## config.mk

```make
export PLATFORM = sky130hd
export DESIGN_NAME = abkf_ser_mul
export DESIGN_NICKNAME = d
export VERILOG_FILES = /design/src/rtl/core/abkf_pkg.sv /design/src/rtl/core/abkf_ser_mul.sv
export SDC_FILE = /design/constraint.sdc
export NUM_CORES = 1
export LEC_CHECK = 0
export BUFFER_PORTS_ARGS = -buffer_cell sky130_fd_sc_hd__buf_2
export CORE_MARGIN = 4
export CORE_UTILIZATION = 63
export DETAILED_ROUTE_END_ITERATION = 6
export GPL_TIMING_DRIVEN = 0
export PLACE_DENSITY = 0.82
export SYNTH_ARGS = -nofsm -noshare
export SYNTH_HDL_FRONTEND = slang
export SYNTH_SLANG_ARGS = --single-unit
```

## constraint.sdc

```tcl
create_clock -name clk -period 7.92 [get_ports clk]
set_input_delay 1.188 -clock clk [delete_from_list [all_inputs] [get_ports clk]]
set_output_delay 1.188 -clock clk [all_outputs]
set_load 0.1 [all_outputs]
```

## src/rtl/core/abkf_pkg.sv

```systemverilog
// Package of the angle and bias filter core: widths, constants and helpers.
`timescale 1ns / 1ps
package abkf_pkg;
	localparam int FRAC_BITS = 24;
	localparam int DATA_W    = 32;
	localparam int CFG_W     = 31;
	localparam int PROD_W    = 2 * DATA_W - FRAC_BITS;
	localparam int WIDE_W    = PROD_W + 2;
	localparam int NUM_W     = DATA_W + FRAC_BITS;
	localparam int DEN_W     = DATA_W + 1;
	localparam int MUL_CNT_W = $clog2(DATA_W);
	localparam int DIV_CNT_W = $clog2(NUM_W);
	localparam int CFG_IDX_W = 2;

	// Register indexes of the configuration port.
	localparam logic [CFG_IDX_W-1:0] REG_TIME_STEP     = 2'd0;
	localparam logic [CFG_IDX_W-1:0] REG_ANGLE_NOISE   = 2'd1;
	localparam logic [CFG_IDX_W-1:0] REG_BIAS_NOISE    = 2'd2;
	localparam logic [CFG_IDX_W-1:0] REG_MEASURE_NOISE = 2'd3;

	// Reset values: round(value * 2^FRAC_BITS).
	localparam longint unsigned DT_RST64 =
		((64'd5 << FRAC_BITS) + 64'd500) / 64'd1000;
	localparam longint unsigned QA_RST64 =
		((64'd5 << FRAC_BITS) + 64'd500000) / 64'd1000000;
	localparam longint unsigned QB_RST64 =
		((64'd15 << FRAC_BITS) + 64'd500000) / 64'd1000000;
	localparam longint unsigned R_RST64 =
		((64'd3 << FRAC_BITS) + 64'd50) / 64'd100;
	localparam logic [CFG_W-1:0] TIME_STEP_RST     = CFG_W'(DT_RST64);
	localparam logic [CFG_W-1:0] ANGLE_NOISE_RST   = CFG_W'(QA_RST64);
	localparam logic [CFG_W-1:0] BIAS_NOISE_RST    = CFG_W'(QB_RST64);
	localparam logic [CFG_W-1:0] MEASURE_NOISE_RST = CFG_W'(R_RST64);

	typedef logic signed [DATA_W-1:0] data_t;
	typedef logic signed [PROD_W-1:0] prod_t;
	typedef logic signed [WIDE_W-1:0] wide_t;

	// Sign-extend a data word to the wide sum width.
	function automatic wide_t ext_d(input data_t v);
		return {{(WIDE_W-DATA_W){v[DATA_W-1]}}, v};
	endfunction

	// Sign-extend a rounded product to the wide sum width.
	function automatic wide_t ext_p(input prod_t v);
		return {{(WIDE_W-PROD_W){v[PROD_W-1]}}, v};
	endfunction

	// Zero-extend an unsigned register value to the wide sum width.
	function automatic wide_t ext_c(input logic [CFG_W-1:0] v);
		return {{(WIDE_W-CFG_W){1'b0}}, v};
	endfunction

	// Clamp a wide sum to the signed data range.
	function automatic data_t sat32(input wide_t v);
		data_t r;
		if (v[WIDE_W-1:DATA_W-1] == '0 || v[WIDE_W-1:DATA_W-1] == '1) begin
			r = v[DATA_W-1:0];
		end else if (v[WIDE_W-1]) begin
			r = {1'b1, {(DATA_W-1){1'b0}}};
		end else begin
			r = {1'b0, {(DATA_W-1){1'b1}}};
		end
		return r;
	endfunction
endpackage

```

## src/rtl/core/abkf_ser_mul.sv

```systemverilog
// Bit-serial signed multiplier with rounding shift by the fraction width.
`timescale 1ns / 1ps
module abkf_ser_mul import abkf_pkg::*; (
	input  logic  clk,
	input  logic  arst_n,
	input  logic  start,
	input  data_t a,
	input  data_t b,
	output logic  done,
	output prod_t prod
);
	localparam logic [MUL_CNT_W-1:0] CNT_LAST = MUL_CNT_W'(DATA_W - 1);

	logic                 busy_q;
	logic                 fin_q;
	logic                 done_q;
	logic [MUL_CNT_W-1:0] cnt_q;
	data_t                a_q;
	logic [DATA_W:0]      hi_q;
	logic [DATA_W-1:0]    lo_q;
	prod_t                prod_q;

	logic [DATA_W+1:0]   a_ext;
	logic [DATA_W+1:0]   addend;
	logic [DATA_W+1:0]   sum;
	logic [2*DATA_W-1:0] full;
	logic [2*DATA_W-1:0] rounded;

	// One multiplier bit per cycle; the sign bit has negative weight.
	always_comb begin
		a_ext = {{2{a_q[DATA_W-1]}}, a_q};
		if (!lo_q[0]) begin
			addend = '0;
		end else if (cnt_q == CNT_LAST) begin
			addend = -a_ext;
		end else begin
			addend = a_ext;
		end
		sum     = {hi_q[DATA_W], hi_q} + addend;
		full    = {hi_q[DATA_W-1:0], lo_q};
		rounded = full + ((2*DATA_W)'(1) << (FRAC_BITS - 1));
	end

	// Control of the iteration.
	always_ff @(posedge clk or negedge arst_n) begin
		if (!arst_n) begin
			busy_q <= 1'b0;
			fin_q  <= 1'b0;
			done_q <= 1'b0;
			cnt_q  <= '0;
		end else begin
			done_q <= fin_q;
			fin_q  <= 1'b0;
			if (start) begin
				busy_q <= 1'b1;
				cnt_q  <= '0;
			end else if (busy_q) begin
				cnt_q <= cnt_q + 1'b1;
				if (cnt_q == CNT_LAST) begin
					busy_q <= 1'b0;
					fin_q  <= 1'b1;
				end
			end
		end
	end

	// Partial product shift register and rounded result.
	always_ff @(posedge clk) begin
		if (start) begin
			a_q  <= a;
			hi_q <= '0;
			lo_q <= b;
		end else if (busy_q) begin
			hi_q <= sum[DATA_W+1:1];
			lo_q <= {sum[0], lo_q[DATA_W-1:1]};
		end
		if (fin_q) begin
			prod_q <= rounded[2*DATA_W-1:FRAC_BITS];
		end
	end

	assign done = done_q;
	assign prod = prod_q;
endmodule

```

==> impl_metrics.csv <==
group,metric,value,unit
status,status,"completed",
timing,layout_min_cycle_time,5.06,ns
clock_tree,clk_pin_slew_worst_paths,0.06,ns
detailed_routing,via_per_inst,6.02,
clock_tree,hold_buffers,0,
global_routing,antenna_found_initial,1,
detailed_routing,first_pass_iters,6,
die,initial_core_util,65.0,%
cells_and_area,stdcell_count,1076,
timing,report.final.slew_viol_count,0,
clock_tree,cts_setup_buffers,0,
placement,hpwl,14800,µm
pwr,irDropWorstVdd,0.000165,V
timing,skew,0.00828,ns
die,rows,41,
detailed_routing,drt-total-wl,20600,µm
yosys,synth.distinct_cells,66,
die,die_w,123,µm
critical_path,setup.worst_path.start_class,"flop",
die,io_pins,108,
yosys,synth_nets,871,
critical_path,slowest_stage,"a2111oi_0",
detailed_routing,routed-via-count,6479,
critical_path,critical-path-max-stage-delay,0.56,ns
critical_path,critPathMaxFanout,8,
critical_path,arrival,5.36,ns
global_routing,grt_pass1_vias,6311,
die,dieHeight,123,µm
timing,fin_crit_sh,63.9,%
yosys,ys_ff_latch,145,
global_routing,grt_pass1_wl,32500,µm
yosys,synth_warnings,0,
die,die_area,15000,µm²
clock_tree,root_buffer,"clkbuf_16",
timing,grt_setup_unrepaired,"no",
run,maxCapViolCount,0,
clock_tree,htreeDepth,4,
pwr,leakagePower,3.89,nW
timing,setup_viol,0,
yosys,syn_area_per_cell,10.8,µm²
clock_tree,insertion_delay,0.43,ns
placement,preCtsSetupSlack,2.95,ns
critical_path,critPathKind,"flop to flop",
cells_and_area,layout.nets,997,
timing,relSlewSlack,14.6,%
timing,fin_ws,2.86,ns
clock_tree,cts_resized,0,
clock_tree,cts_sinks,145,
timing,finalHoldViolations,0,
detailed_routing,post_drt_wl_per_cell,19.1,µm
global_routing,grt_max_degree,42,
clock_tree,cts_tree,"yes",
clock_tree,clockBufferDepth,2,
detailed_routing,remaining_drc_errors,0,
placement,placement.io_buffers,107,
min_path,min_path_type,"flop to flop",
global_routing,grt-ovfl-total,0,
yosys,synth_edf_count,104,
clock_tree,cts_made_buffers,17,
global_routing,grt_util_all_layers,28.6,%
placement,gp_congestion,0.912,
pwr,p_per_area,248,nW/µm²
critical_path,end_kind,"flop",
cells_and_area,antenna_cells,0,
yosys,syn_inst,766,
placement,placed_cells,1045,
critical_path,cp_cell_sequence,"or3_1 > buf_2 > nor4_4 > nand3_2 > nor2_2 > nand2_2 > or4_4 > nand2_1 > xnor2_1 > and2_1 > ha_1 > a21oi_1 > nor2_1 > a2111oi_0 > nand2_1 > o311ai_0 > a31oi_1 > nor3b_2 > xnor2_1 > nor2_1",
yosys,syn-cell-area,8270,µm²
die,core_area,12700,µm²
detailed_routing,drt_iter0_drc,573,
yosys,ys.flop_type,"edfxtp_1",
detailed_routing,antenna_left,0,
timing,finalSetupTns,0,ns
timing,clock.fmax,0.198,GHz
cells_and_area,post_route_cells_drive_above_1_share,20.5,%
timing,tightestPinTransition,1.28,ns
yosys,yosysSeqAreaShare,48.2,%
cells_and_area,area_growth,16.8,%
critical_path,cp.required,8.22,ns
yosys,async_flop_share,5.52,%
-- registers in the layout, summed over array words and instances (netlist names) --
name	count
a_q	32
hi_q	33
lo_q	32
prod	40
cnt_q	5
fin_q	1
busy_q	1
done	1
-- logic make-up after synthesis --
kind of cell    count (synthesis)  synth area share, %
fa+ha+maj                      38                 5.84
flops                         145                 48.2
xor+xnor                       95                 10.1
buf+inv                        46                 2.10
simple gates                  243                 15.3
compound gates                154                 12.6
mux                            45                 5.92
-- power by group --
group          internal [mW]  switching, mW
Sequential             0.910          0.103
Combinational          0.236          0.276
Clock                  0.558          0.317
Total                   1.70          0.695
-- synth_stat cells (4+ instances only) --
library cell  count  share of area, %
a211oi_1          6              0.54
a21o_1           11               1.0
a21oi_1          43               2.6
a22o_1           11               1.2
a31oi_1           5              0.38
and2_1           31               2.3
and3_1           10              0.76
and4_1            5              0.53
buf_1             4              0.18
clkbuf_1         21              0.95
dfrtp_1           8               2.4
dfxtp_1          33               8.0
edfxtp_1        104                38
ha_1             37               5.6
inv_1            20              0.91
mux2_2           31               4.2
mux2i_1          14               1.7
nand2_1          59               2.7
nand3_1          21               1.3
nand4_1          11              0.83
nor2_1           54               2.5
nor3_1           12              0.73
nor4_1            5              0.38
o21a_1            8              0.73
o21ai_0          21               1.3
o21ai_1           5              0.30
o21bai_1          4              0.36
o31ai_1          12               1.1
o41ai_1           5              0.53
or2_2             5              0.38
or3_1            10              0.76
xnor2_1          83               8.8
xor2_1           12               1.3
-- routing by layer --
metal  global-route usage, %  part of all wire, %  up-vias
met4                    9.87                  2.3        2
met3                    7.37                  7.4       49
li1                        -                    -     3088
met2                    48.0                   49      245
met1                    36.2                   42     3095
met5                       0                0.063        -
-- cells in the final DEF, fill, tap and decap left out, drive strengths merged, types with 12 or more instances in the layout --
cell type	netlist	layout
nand3	22	22
nor3	13	13
mux2	31	31
inv	20	23
nor2	55	55
a21oi	43	43
and2	31	31
dfxtp	33	33
buf	5	112
xor2	12	12
mux2i	14	14
o31ai	13	13
ha	37	37
xnor2	83	83
edfxtp	104	104
nand2	60	60
clkbuf	21	39
o21ai	26	26
-- worst max-delay path, delay by kind of cell (launching register included) --
kind | cells | cell delay [ns]
xor gates and xnor gates | 2 | 0.22
DFF | 1 | 0.45
AOI/OAI and AO/OA | 4 | 1.34
buffers and inverters | 1 | 0.17
and+or+nand+nor | 12 | 2.35
adders and majority gates | 1 | 0.38
-- final cells by class --
class	count	area, µm²
clock buffer	18	429
sequential	145	3990
timing repair buffer	107	536
buffer	26	98.8
clock inverter	13	208
inverter	20	75.1
multi-input combinational	575	4110
tap	172	215
fill	842	3060
-- final timing paths --
check	startpoint	endpoint	slack (ns)	cells after the start
max	a_q[7]$_DFFE_PP_	hi_q[32]$_SDFFE_PP0P_	2.86	20
min	hi_q[0]$_SDFFE_PP0P_	hi_q[0]$_SDFFE_PP0P_	0.55	2
max reg2reg	a_q[7]$_DFFE_PP_	hi_q[32]$_SDFFE_PP0P_	2.86	20
min reg2reg	hi_q[0]$_SDFFE_PP0P_	hi_q[0]$_SDFFE_PP0P_	0.55	2
max in group asynchronous	arst_n	fin_q$_DFF_PN0_	7.13	1
min in group asynchronous	arst_n	cnt_q[2]$_DFFE_PN0P_	0.60	1
-- stage by stage --
stage / total power, mW / area, µm² / hold WS, ns / util, %
floorplan: 1.38 / 8270 / 0.491 / -
global placement: 1.50 / 9020 / 0.510 / 70.9
detailed placement: 1.52 / 9020 / 0.539 / 70.9
CTS: 2.40 / 9660 / 0.548 / 75.9
global route: 2.51 / 9660 / 0.569 / 75.9
finish: 2.40 / 9660 / 0.550 / 75.9
No activity file was read; power rests on OpenSTA's default activity.
