$ cat src/rtl/core/abkf_pkg.sv
// Package of the angle and bias filter core: widths, constants and helpers.
`timescale 1ns / 1ps
package abkf_pkg;
	localparam int FRAC_BITS = 24;
	localparam int DATA_W    = 32;
	localparam int CFG_W     = 31;
	localparam int PROD_W    = 2 * DATA_W - FRAC_BITS;
	localparam int WIDE_W    = PROD_W + 2;
	localparam int NUM_W     = DATA_W + FRAC_BITS;
	localparam int DEN_W     = DATA_W + 1;
	localparam int MUL_CNT_W = $clog2(DATA_W);
	localparam int DIV_CNT_W = $clog2(NUM_W);
	localparam int CFG_IDX_W = 2;

	// Register indexes of the configuration port.
	localparam logic [CFG_IDX_W-1:0] REG_TIME_STEP     = 2'd0;
	localparam logic [CFG_IDX_W-1:0] REG_ANGLE_NOISE   = 2'd1;
	localparam logic [CFG_IDX_W-1:0] REG_BIAS_NOISE    = 2'd2;
	localparam logic [CFG_IDX_W-1:0] REG_MEASURE_NOISE = 2'd3;

	// Reset values: round(value * 2^FRAC_BITS).
	localparam longint unsigned DT_RST64 =
		((64'd5 << FRAC_BITS) + 64'd500) / 64'd1000;
	localparam longint unsigned QA_RST64 =
		((64'd5 << FRAC_BITS) + 64'd500000) / 64'd1000000;
	localparam longint unsigned QB_RST64 =
		((64'd15 << FRAC_BITS) + 64'd500000) / 64'd1000000;
	localparam longint unsigned R_RST64 =
		((64'd3 << FRAC_BITS) + 64'd50) / 64'd100;
	localparam logic [CFG_W-1:0] TIME_STEP_RST     = CFG_W'(DT_RST64);
	localparam logic [CFG_W-1:0] ANGLE_NOISE_RST   = CFG_W'(QA_RST64);
	localparam logic [CFG_W-1:0] BIAS_NOISE_RST    = CFG_W'(QB_RST64);
	localparam logic [CFG_W-1:0] MEASURE_NOISE_RST = CFG_W'(R_RST64);

	typedef logic signed [DATA_W-1:0] data_t;
	typedef logic signed [PROD_W-1:0] prod_t;
	typedef logic signed [WIDE_W-1:0] wide_t;

	// Sign-extend a data word to the wide sum width.
	function automatic wide_t ext_d(input data_t v);
		return {{(WIDE_W-DATA_W){v[DATA_W-1]}}, v};
	endfunction

	// Sign-extend a rounded product to the wide sum width.
	function automatic wide_t ext_p(input prod_t v);
		return {{(WIDE_W-PROD_W){v[PROD_W-1]}}, v};
	endfunction

	// Zero-extend an unsigned register value to the wide sum width.
	function automatic wide_t ext_c(input logic [CFG_W-1:0] v);
		return {{(WIDE_W-CFG_W){1'b0}}, v};
	endfunction

	// Clamp a wide sum to the signed data range.
	function automatic data_t sat32(input wide_t v);
		data_t r;
		if (v[WIDE_W-1:DATA_W-1] == '0 || v[WIDE_W-1:DATA_W-1] == '1) begin
			r = v[DATA_W-1:0];
		end else if (v[WIDE_W-1]) begin
			r = {1'b1, {(DATA_W-1){1'b0}}};
		end else begin
			r = {1'b0, {(DATA_W-1){1'b1}}};
		end
		return r;
	endfunction
endpackage

$ cat src/rtl/core/abkf_ser_div.sv
// Bit-serial restoring divider for the gains, rounded to nearest and clamped.
`timescale 1ns / 1ps
module abkf_ser_div import abkf_pkg::*; (
	input  logic             clk,
	input  logic             arst_n,
	input  logic             start,
	input  data_t            num,
	input  logic [DEN_W-1:0] den,
	output logic             done,
	output data_t            quo
);
	localparam logic [DIV_CNT_W-1:0] CNT_LAST = DIV_CNT_W'(NUM_W - 1);

	logic                 busy_q;
	logic                 fin_q;
	logic                 done_q;
	logic [DIV_CNT_W-1:0] cnt_q;
	logic                 neg_q;
	logic [DEN_W-1:0]     d_q;
	logic [DEN_W-1:0]     rem_q;
	logic [NUM_W-1:0]     q_q;
	data_t                quo_q;

	logic [DATA_W-1:0] mag;
	logic [DEN_W:0]    trial;
	logic              fits;
	logic              rnd;
	logic [NUM_W:0]    qr;
	logic              big;
	data_t             res;

	// One quotient bit per cycle, then round and clamp.
	always_comb begin
		mag   = num[DATA_W-1] ? (DATA_W'(0) - num) : num;
		trial = {rem_q, q_q[NUM_W-1]};
		fits  = trial >= {1'b0, d_q};
		rnd   = {rem_q, 1'b0} >= {1'b0, d_q};
		qr    = {1'b0, q_q} + (NUM_W+1)'(rnd);
		big   = |qr[NUM_W:DATA_W-1];
		if (neg_q) begin
			res = big ? {1'b1, {(DATA_W-1){1'b0}}} : (DATA_W'(0) - {1'b0, qr[DATA_W-2:0]});
		end else begin
			res = big ? {1'b0, {(DATA_W-1){1'b1}}} : {1'b0, qr[DATA_W-2:0]};
		end
	end

	// Control of the iteration.
	always_ff @(posedge clk or negedge arst_n) begin
		if (!arst_n) begin
			busy_q <= 1'b0;
			fin_q  <= 1'b0;
			done_q <= 1'b0;
			cnt_q  <= '0;
		end else begin
			done_q <= fin_q;
			fin_q  <= 1'b0;
			if (start) begin
				busy_q <= 1'b1;
				cnt_q  <= '0;
			end else if (busy_q) begin
				cnt_q <= cnt_q + 1'b1;
				if (cnt_q == CNT_LAST) begin
					busy_q <= 1'b0;
					fin_q  <= 1'b1;
				end
			end
		end
	end

	// Remainder and quotient shift registers.
	always_ff @(posedge clk) begin
		if (start) begin
			neg_q <= num[DATA_W-1];
			d_q   <= den;
			rem_q <= '0;
			q_q   <= {mag, {FRAC_BITS{1'b0}}};
		end else if (busy_q) begin
			rem_q <= fits ? DEN_W'(trial - {1'b0, d_q}) : trial[DEN_W-1:0];
			q_q   <= {q_q[NUM_W-2:0], fits};
		end
		if (fin_q) begin
			quo_q <= res;
		end
	end

	assign done = done_q;
	assign quo  = quo_q;
endmodule

$ cat config.mk
export PLATFORM = sky130hd
export DESIGN_NAME = abkf_ser_div
export DESIGN_NICKNAME = d
export VERILOG_FILES = /design/src/rtl/core/abkf_pkg.sv /design/src/rtl/core/abkf_ser_div.sv
export SDC_FILE = /design/constraint.sdc
export NUM_CORES = 1
export LEC_CHECK = 0
export BUFFER_PORTS_ARGS = -buffer_cell sky130_fd_sc_hd__buf_2
export CAP_MARGIN = 20
export CORE_MARGIN = 5
export CORE_UTILIZATION = 45
export DETAILED_ROUTE_END_ITERATION = 6
export GPL_TIMING_DRIVEN = 0
export MAX_ROUTING_LAYER = met4
export PLACE_DENSITY = 0.59
export REMOVE_ABC_BUFFERS = 1
export SETUP_SLACK_MARGIN = 0.2
export SYNTH_ARGS = -nofsm -noshare
export SYNTH_HDL_FRONTEND = slang
export SYNTH_SLANG_ARGS = --single-unit
$ cat constraint.sdc
create_clock -name clk -period 7.25 [get_ports clk]
set_input_delay 1.45 -clock clk [delete_from_list [all_inputs] [get_ports clk]]
set_output_delay 1.45 -clock clk [all_outputs]
set_load 0.01 [all_outputs]
==> flow_metrics.env <==
export IMPL_status="completed"
export IMPL_dp_hpwl_mm=20.38
export IMPL_path_common_cell="ha_1"
export IMPL_worstPathRequired_ns=7.39
export IMPL_met1_usage_pct=27.29
export IMPL_syn_area_sq_um=11220
export IMPL_drv_slew=0
export IMPL_fin_tns_setup_ns=0
export IMPL_syn_inst=1275
export IMPL_finalNonFillerCells=1664
export IMPL_grt_overflow_total=0
export IMPL_start_kind="register"
export IMPL_grt_max_degree=81
export IMPL_skew_ns=0.01444
export IMPL_dr_pass1_iters=7
export IMPL_die_w_um=167.9
export IMPL_fp_dieH_um=167.9
export IMPL_htree_levels=4
export IMPL_drtAntennaViolNets=0
export IMPL_grtUsageMet3_pct=3.025
export IMPL_intPower_w=0.002240
export IMPL_max_cap_violations=0
export IMPL_grt_pass1_vias=9006
export IMPL_final_common_cell="nand2_1"
export IMPL_layout_common_cells="nand2_1 (143), buf_2 (99), edfxtp_1 (98)"
export IMPL_critical_path_max_fanout=26
export IMPL_antenna_found_initial=0
export IMPL_drive_above_1_share_pct=12.99
export IMPL_period_minus_slack_ns=6.572
export IMPL_final_hold_violation_count=0
export IMPL_power_density_nw_per_um2=286.6
export IMPL_fillers=2308
export IMPL_clk_insertion_delay_late_ns=0.44
export IMPL_critPathCaptureType="register"
export IMPL_synth_edf_count=98
export IMPL_synth_xor_area_share_pct=7.027
export IMPL_drc=0
export IMPL_synth_top_family_by_area="simple AND/OR/NAND/NOR gates"
export IMPL_ys_flop_type="edfxtp_1"
export IMPL_gp_congestion=0.8524
export IMPL_setup_violations=0
export IMPL_grtUsageTotal_pct=20.36
export IMPL_pin_count=101
export IMPL_cts_buffers=17
export IMPL_fmax_ghz=0.1522
export IMPL_area_growth_pct=12.39
export IMPL_reg2reg_from="d_q[11]"
export IMPL_place_inst=1631
export IMPL_row_count=57
export IMPL_yosysWarnings=0
export IMPL_comb_power_share_pct=40.2
export IMPL_fin_crit_sh_pct=90.64
export IMPL_routed_wl_mm=28.62
export IMPL_worstMarginPinSlew_ns=1.124
export IMPL_ys_top_cells_by_area="edfxtp_1 (26%), dfxtp_1 (10%), nand2_1 (4.8%)"
export IMPL_p_seq_share_pct=34.3
export IMPL_hold_start="q_q[0]"
export IMPL_synth_adder_area_share_pct=4.529
export IMPL_initial_core_util_pct=45.85
export IMPL_clock_sinks=164
export IMPL_io_buffers=100
export IMPL_netSwitchingFraction_pct=38.00
export IMPL_crit_type="register to register"
export IMPL_cts_resized=0
export IMPL_cp_cell_sequence="inv_1 -> ha_1 -> a21o_1 -> a21oi_1 -> o21bai_1 -> a311o_1 -> o21ai_0 -> a221o_1 -> o2111ai_1 -> ha_1 -> and2_1 -> nand2_1 -> nor4_4 -> nor3b_1 -> mux2_2 -> a31oi_1 -> or4_1 -> nor2_4 -> a2111oi_0"
export IMPL_synthMuxAreaShare_pct=4.149
export IMPL_avgSynthCellArea_sq_um=8.798
export IMPL_relSlewSlack_pct=24.76
export IMPL_crit_path_max_incr_delay_ns=0.80
export IMPL_path_clk_slew_ns=0.07
export IMPL_synthDistinctLibCells=77
export IMPL_cts_tree="yes"
export IMPL_cts_root_buf="clkbuf_16"
export IMPL_drt_vias_per_instance=5.864
export IMPL_clockPowerShare_pct=25.5
export IMPL_async_reset_ff_share_pct=5.488
export IMPL_yosysTopAreaCell="edfxtp_1"
export IMPL_startpoint="d_q[11]"
export IMPL_met2_usage_pct=32.79
export IMPL_layout_nets=1435
export IMPL_fp_coreArea_sq_um=24460
export IMPL_crit_slowest_cell="nor4_4"
export IMPL_avgRoutedWirePerCell_um=17.20
export IMPL_antennaDiodeCount=0
export IMPL_synth_compound_area_share_pct=19.14
export IMPL_irDropWorstVdd_uv=209.0
export IMPL_p_switching_w=0.001373
export IMPL_power_leakage_nw=5.201
export IMPL_path_buf_inv=1
export IMPL_grt_pass1_wl_mm=46.45
export IMPL_yosys_area_top_type_share_pct=26.24
export IMPL_hold_path_class="register to register"
export IMPL_vias=9758
export IMPL_design_die_area_sq_um=28180
export IMPL_path_delay_family="simple AND/OR/NAND/NOR gates"
export IMPL_cts_buffer_depth=2
export IMPL_grt_busiest_layer="met2"
export IMPL_synth_simple_gate_area_share_pct=21.70
export IMPL_rsz0062_at_grt="false"
export IMPL_worst_ep_arrival_time_ns=6.71
export IMPL_drt_iter0_markers=557
export IMPL_yosys_register_bits=164
export IMPL_yosysSeqAreaShare_pct=38.42
synth_stat cells, types with 6 or more instances:
library cell and n:
and2_1 10, nor4_1 13, or4_1 10, ha_1 39, a31oi_1 18, a311oi_1 20
a211oi_1 9, nor2_1 88, o211ai_1 9, a22o_1 17, o21ai_0 76, buf_1 6
a21o_1 17, nor2b_1 10, and3_1 20, o31ai_1 15, xor2_1 55, nand3_1 54
and4_1 12, edfxtp_1 98, or2_2 9, a21oi_1 49, nand2_1 143, inv_1 63
nand4_1 40, dfrtp_1 9, buf_4 6, o41ai_1 10, xnor2_1 35, or3_1 12
a21boi_0 9, clkbuf_1 60, mux2i_1 42, nor3_1 31, dfxtp_1 57
through the flow:
stage / util [%] / worst slack (ns) / instance area, sq um / hold slack, ns / total power (W)
6_report: 51.54 / 0.6783 / 12610 / 0.4671 / 0.003613
5_1_grt: 51.54 / 0.2289 / 12610 / 0.4986 / 0.003855
4_1_cts: 51.42 / 0.6141 / 12580 / 0.4709 / 0.003619
3_5_place_dp: 49.04 / 0.6928 / 12000 / 0.4604 / 0.002691
3_3_place_gp: 48.26 / -2.171 / 11810 / 0.4517 / 0.002655
2_1_floorplan: - / 0.5925 / 10900 / 0.4394 / 0.002317
metal layers:
layer	share of wire (%)	wire [um]	vias to the layer above
met4	1.3	368	0
met3	4.2	1195	26
met2	47	13500	224
met1	47	13560	4649
met5	0	0	-
li1	-	-	4859
worst paths after layout:
| path | endpoint | slack, ns | cells past startpoint |
|---|---|---|---|
| setup / recovery | quo[30] | 0.68 | 19 |
| hold / removal | q_q[0] | 0.47 | 2 |
| setup reg to reg | quo[30] | 0.68 | 19 |
| hold reg to reg | q_q[0] | 0.47 | 2 |
| max in group asynchronous | busy_q | 6.20 | 1 |
| min in group asynchronous | cnt_q[1] | 0.85 | 1 |
power by group through the flow:
stage	Combinational, W	Sequential (W)	Clock, W
CTS	0.00144	0.00124	0.000938
global placement	0.00140	0.00126	0
global route	0.00163	0.00125	0.000976
floorplan	0.00110	0.00122	0
detailed placement	0.00143	0.00126	0
finish	0.00145	0.00124	0.000920
worst reg2reg max path: stages (launching register included):
cell and delay, ns:
edfxtp_1 0.32, inv_1 0.04, ha_1 0.43, a21o_1 0.16
a21oi_1 0.06, o21bai_1 0.15, a311o_1 0.25, o21ai_0 0.14
a221o_1 0.48, o2111ai_1 0.20, ha_1 0.41, and2_1 0.36
nand2_1 0.19, nor4_4 0.80, nor3b_1 0.38, mux2_2 0.22
a31oi_1 0.06, or4_1 0.76, nor2_4 0.63, a2111oi_0 0.24
sequential cells by signal, indices dropped and copies added (netlist names):
| name | flops |
|---|---|
| rem_q | 33 |
| neg_q | 1 |
| d_q | 33 |
| busy_q | 1 |
| q_q | 56 |
| fin_q | 1 |
| quo | 32 |
| done | 1 |
| cnt_q | 6 |
area by class of cell:
class	instances	area, sq um	area share [%]
sequential	164	4314	34.22
inverter	66	247.7	1.965
clock inverter	13	151.4	1.201
tap	324	405.4	3.216
timing repair buffer	110	696.9	5.528
clock buffer	19	432.9	3.434
multi-input combinational	968	6359	50.44
cells by family (layout without fill, tap and decap cells):
group,Yosys count,in the layout
AOI/OAI and AO/OA,313,313
muxes,46,46
buffers and inverters,143,208
adders and majority gates,40,40
DFF,164,164
xor gates and xnor gates,90,90
and+or+nand+nor,479,479
what timing repair did:
item                                    in CTS  in global routing
endpoints found under the setup margin       0                  7
buffers inserted                             0                  0
hold buffers                                 0                  0
(Power assumes the default switching activity.)
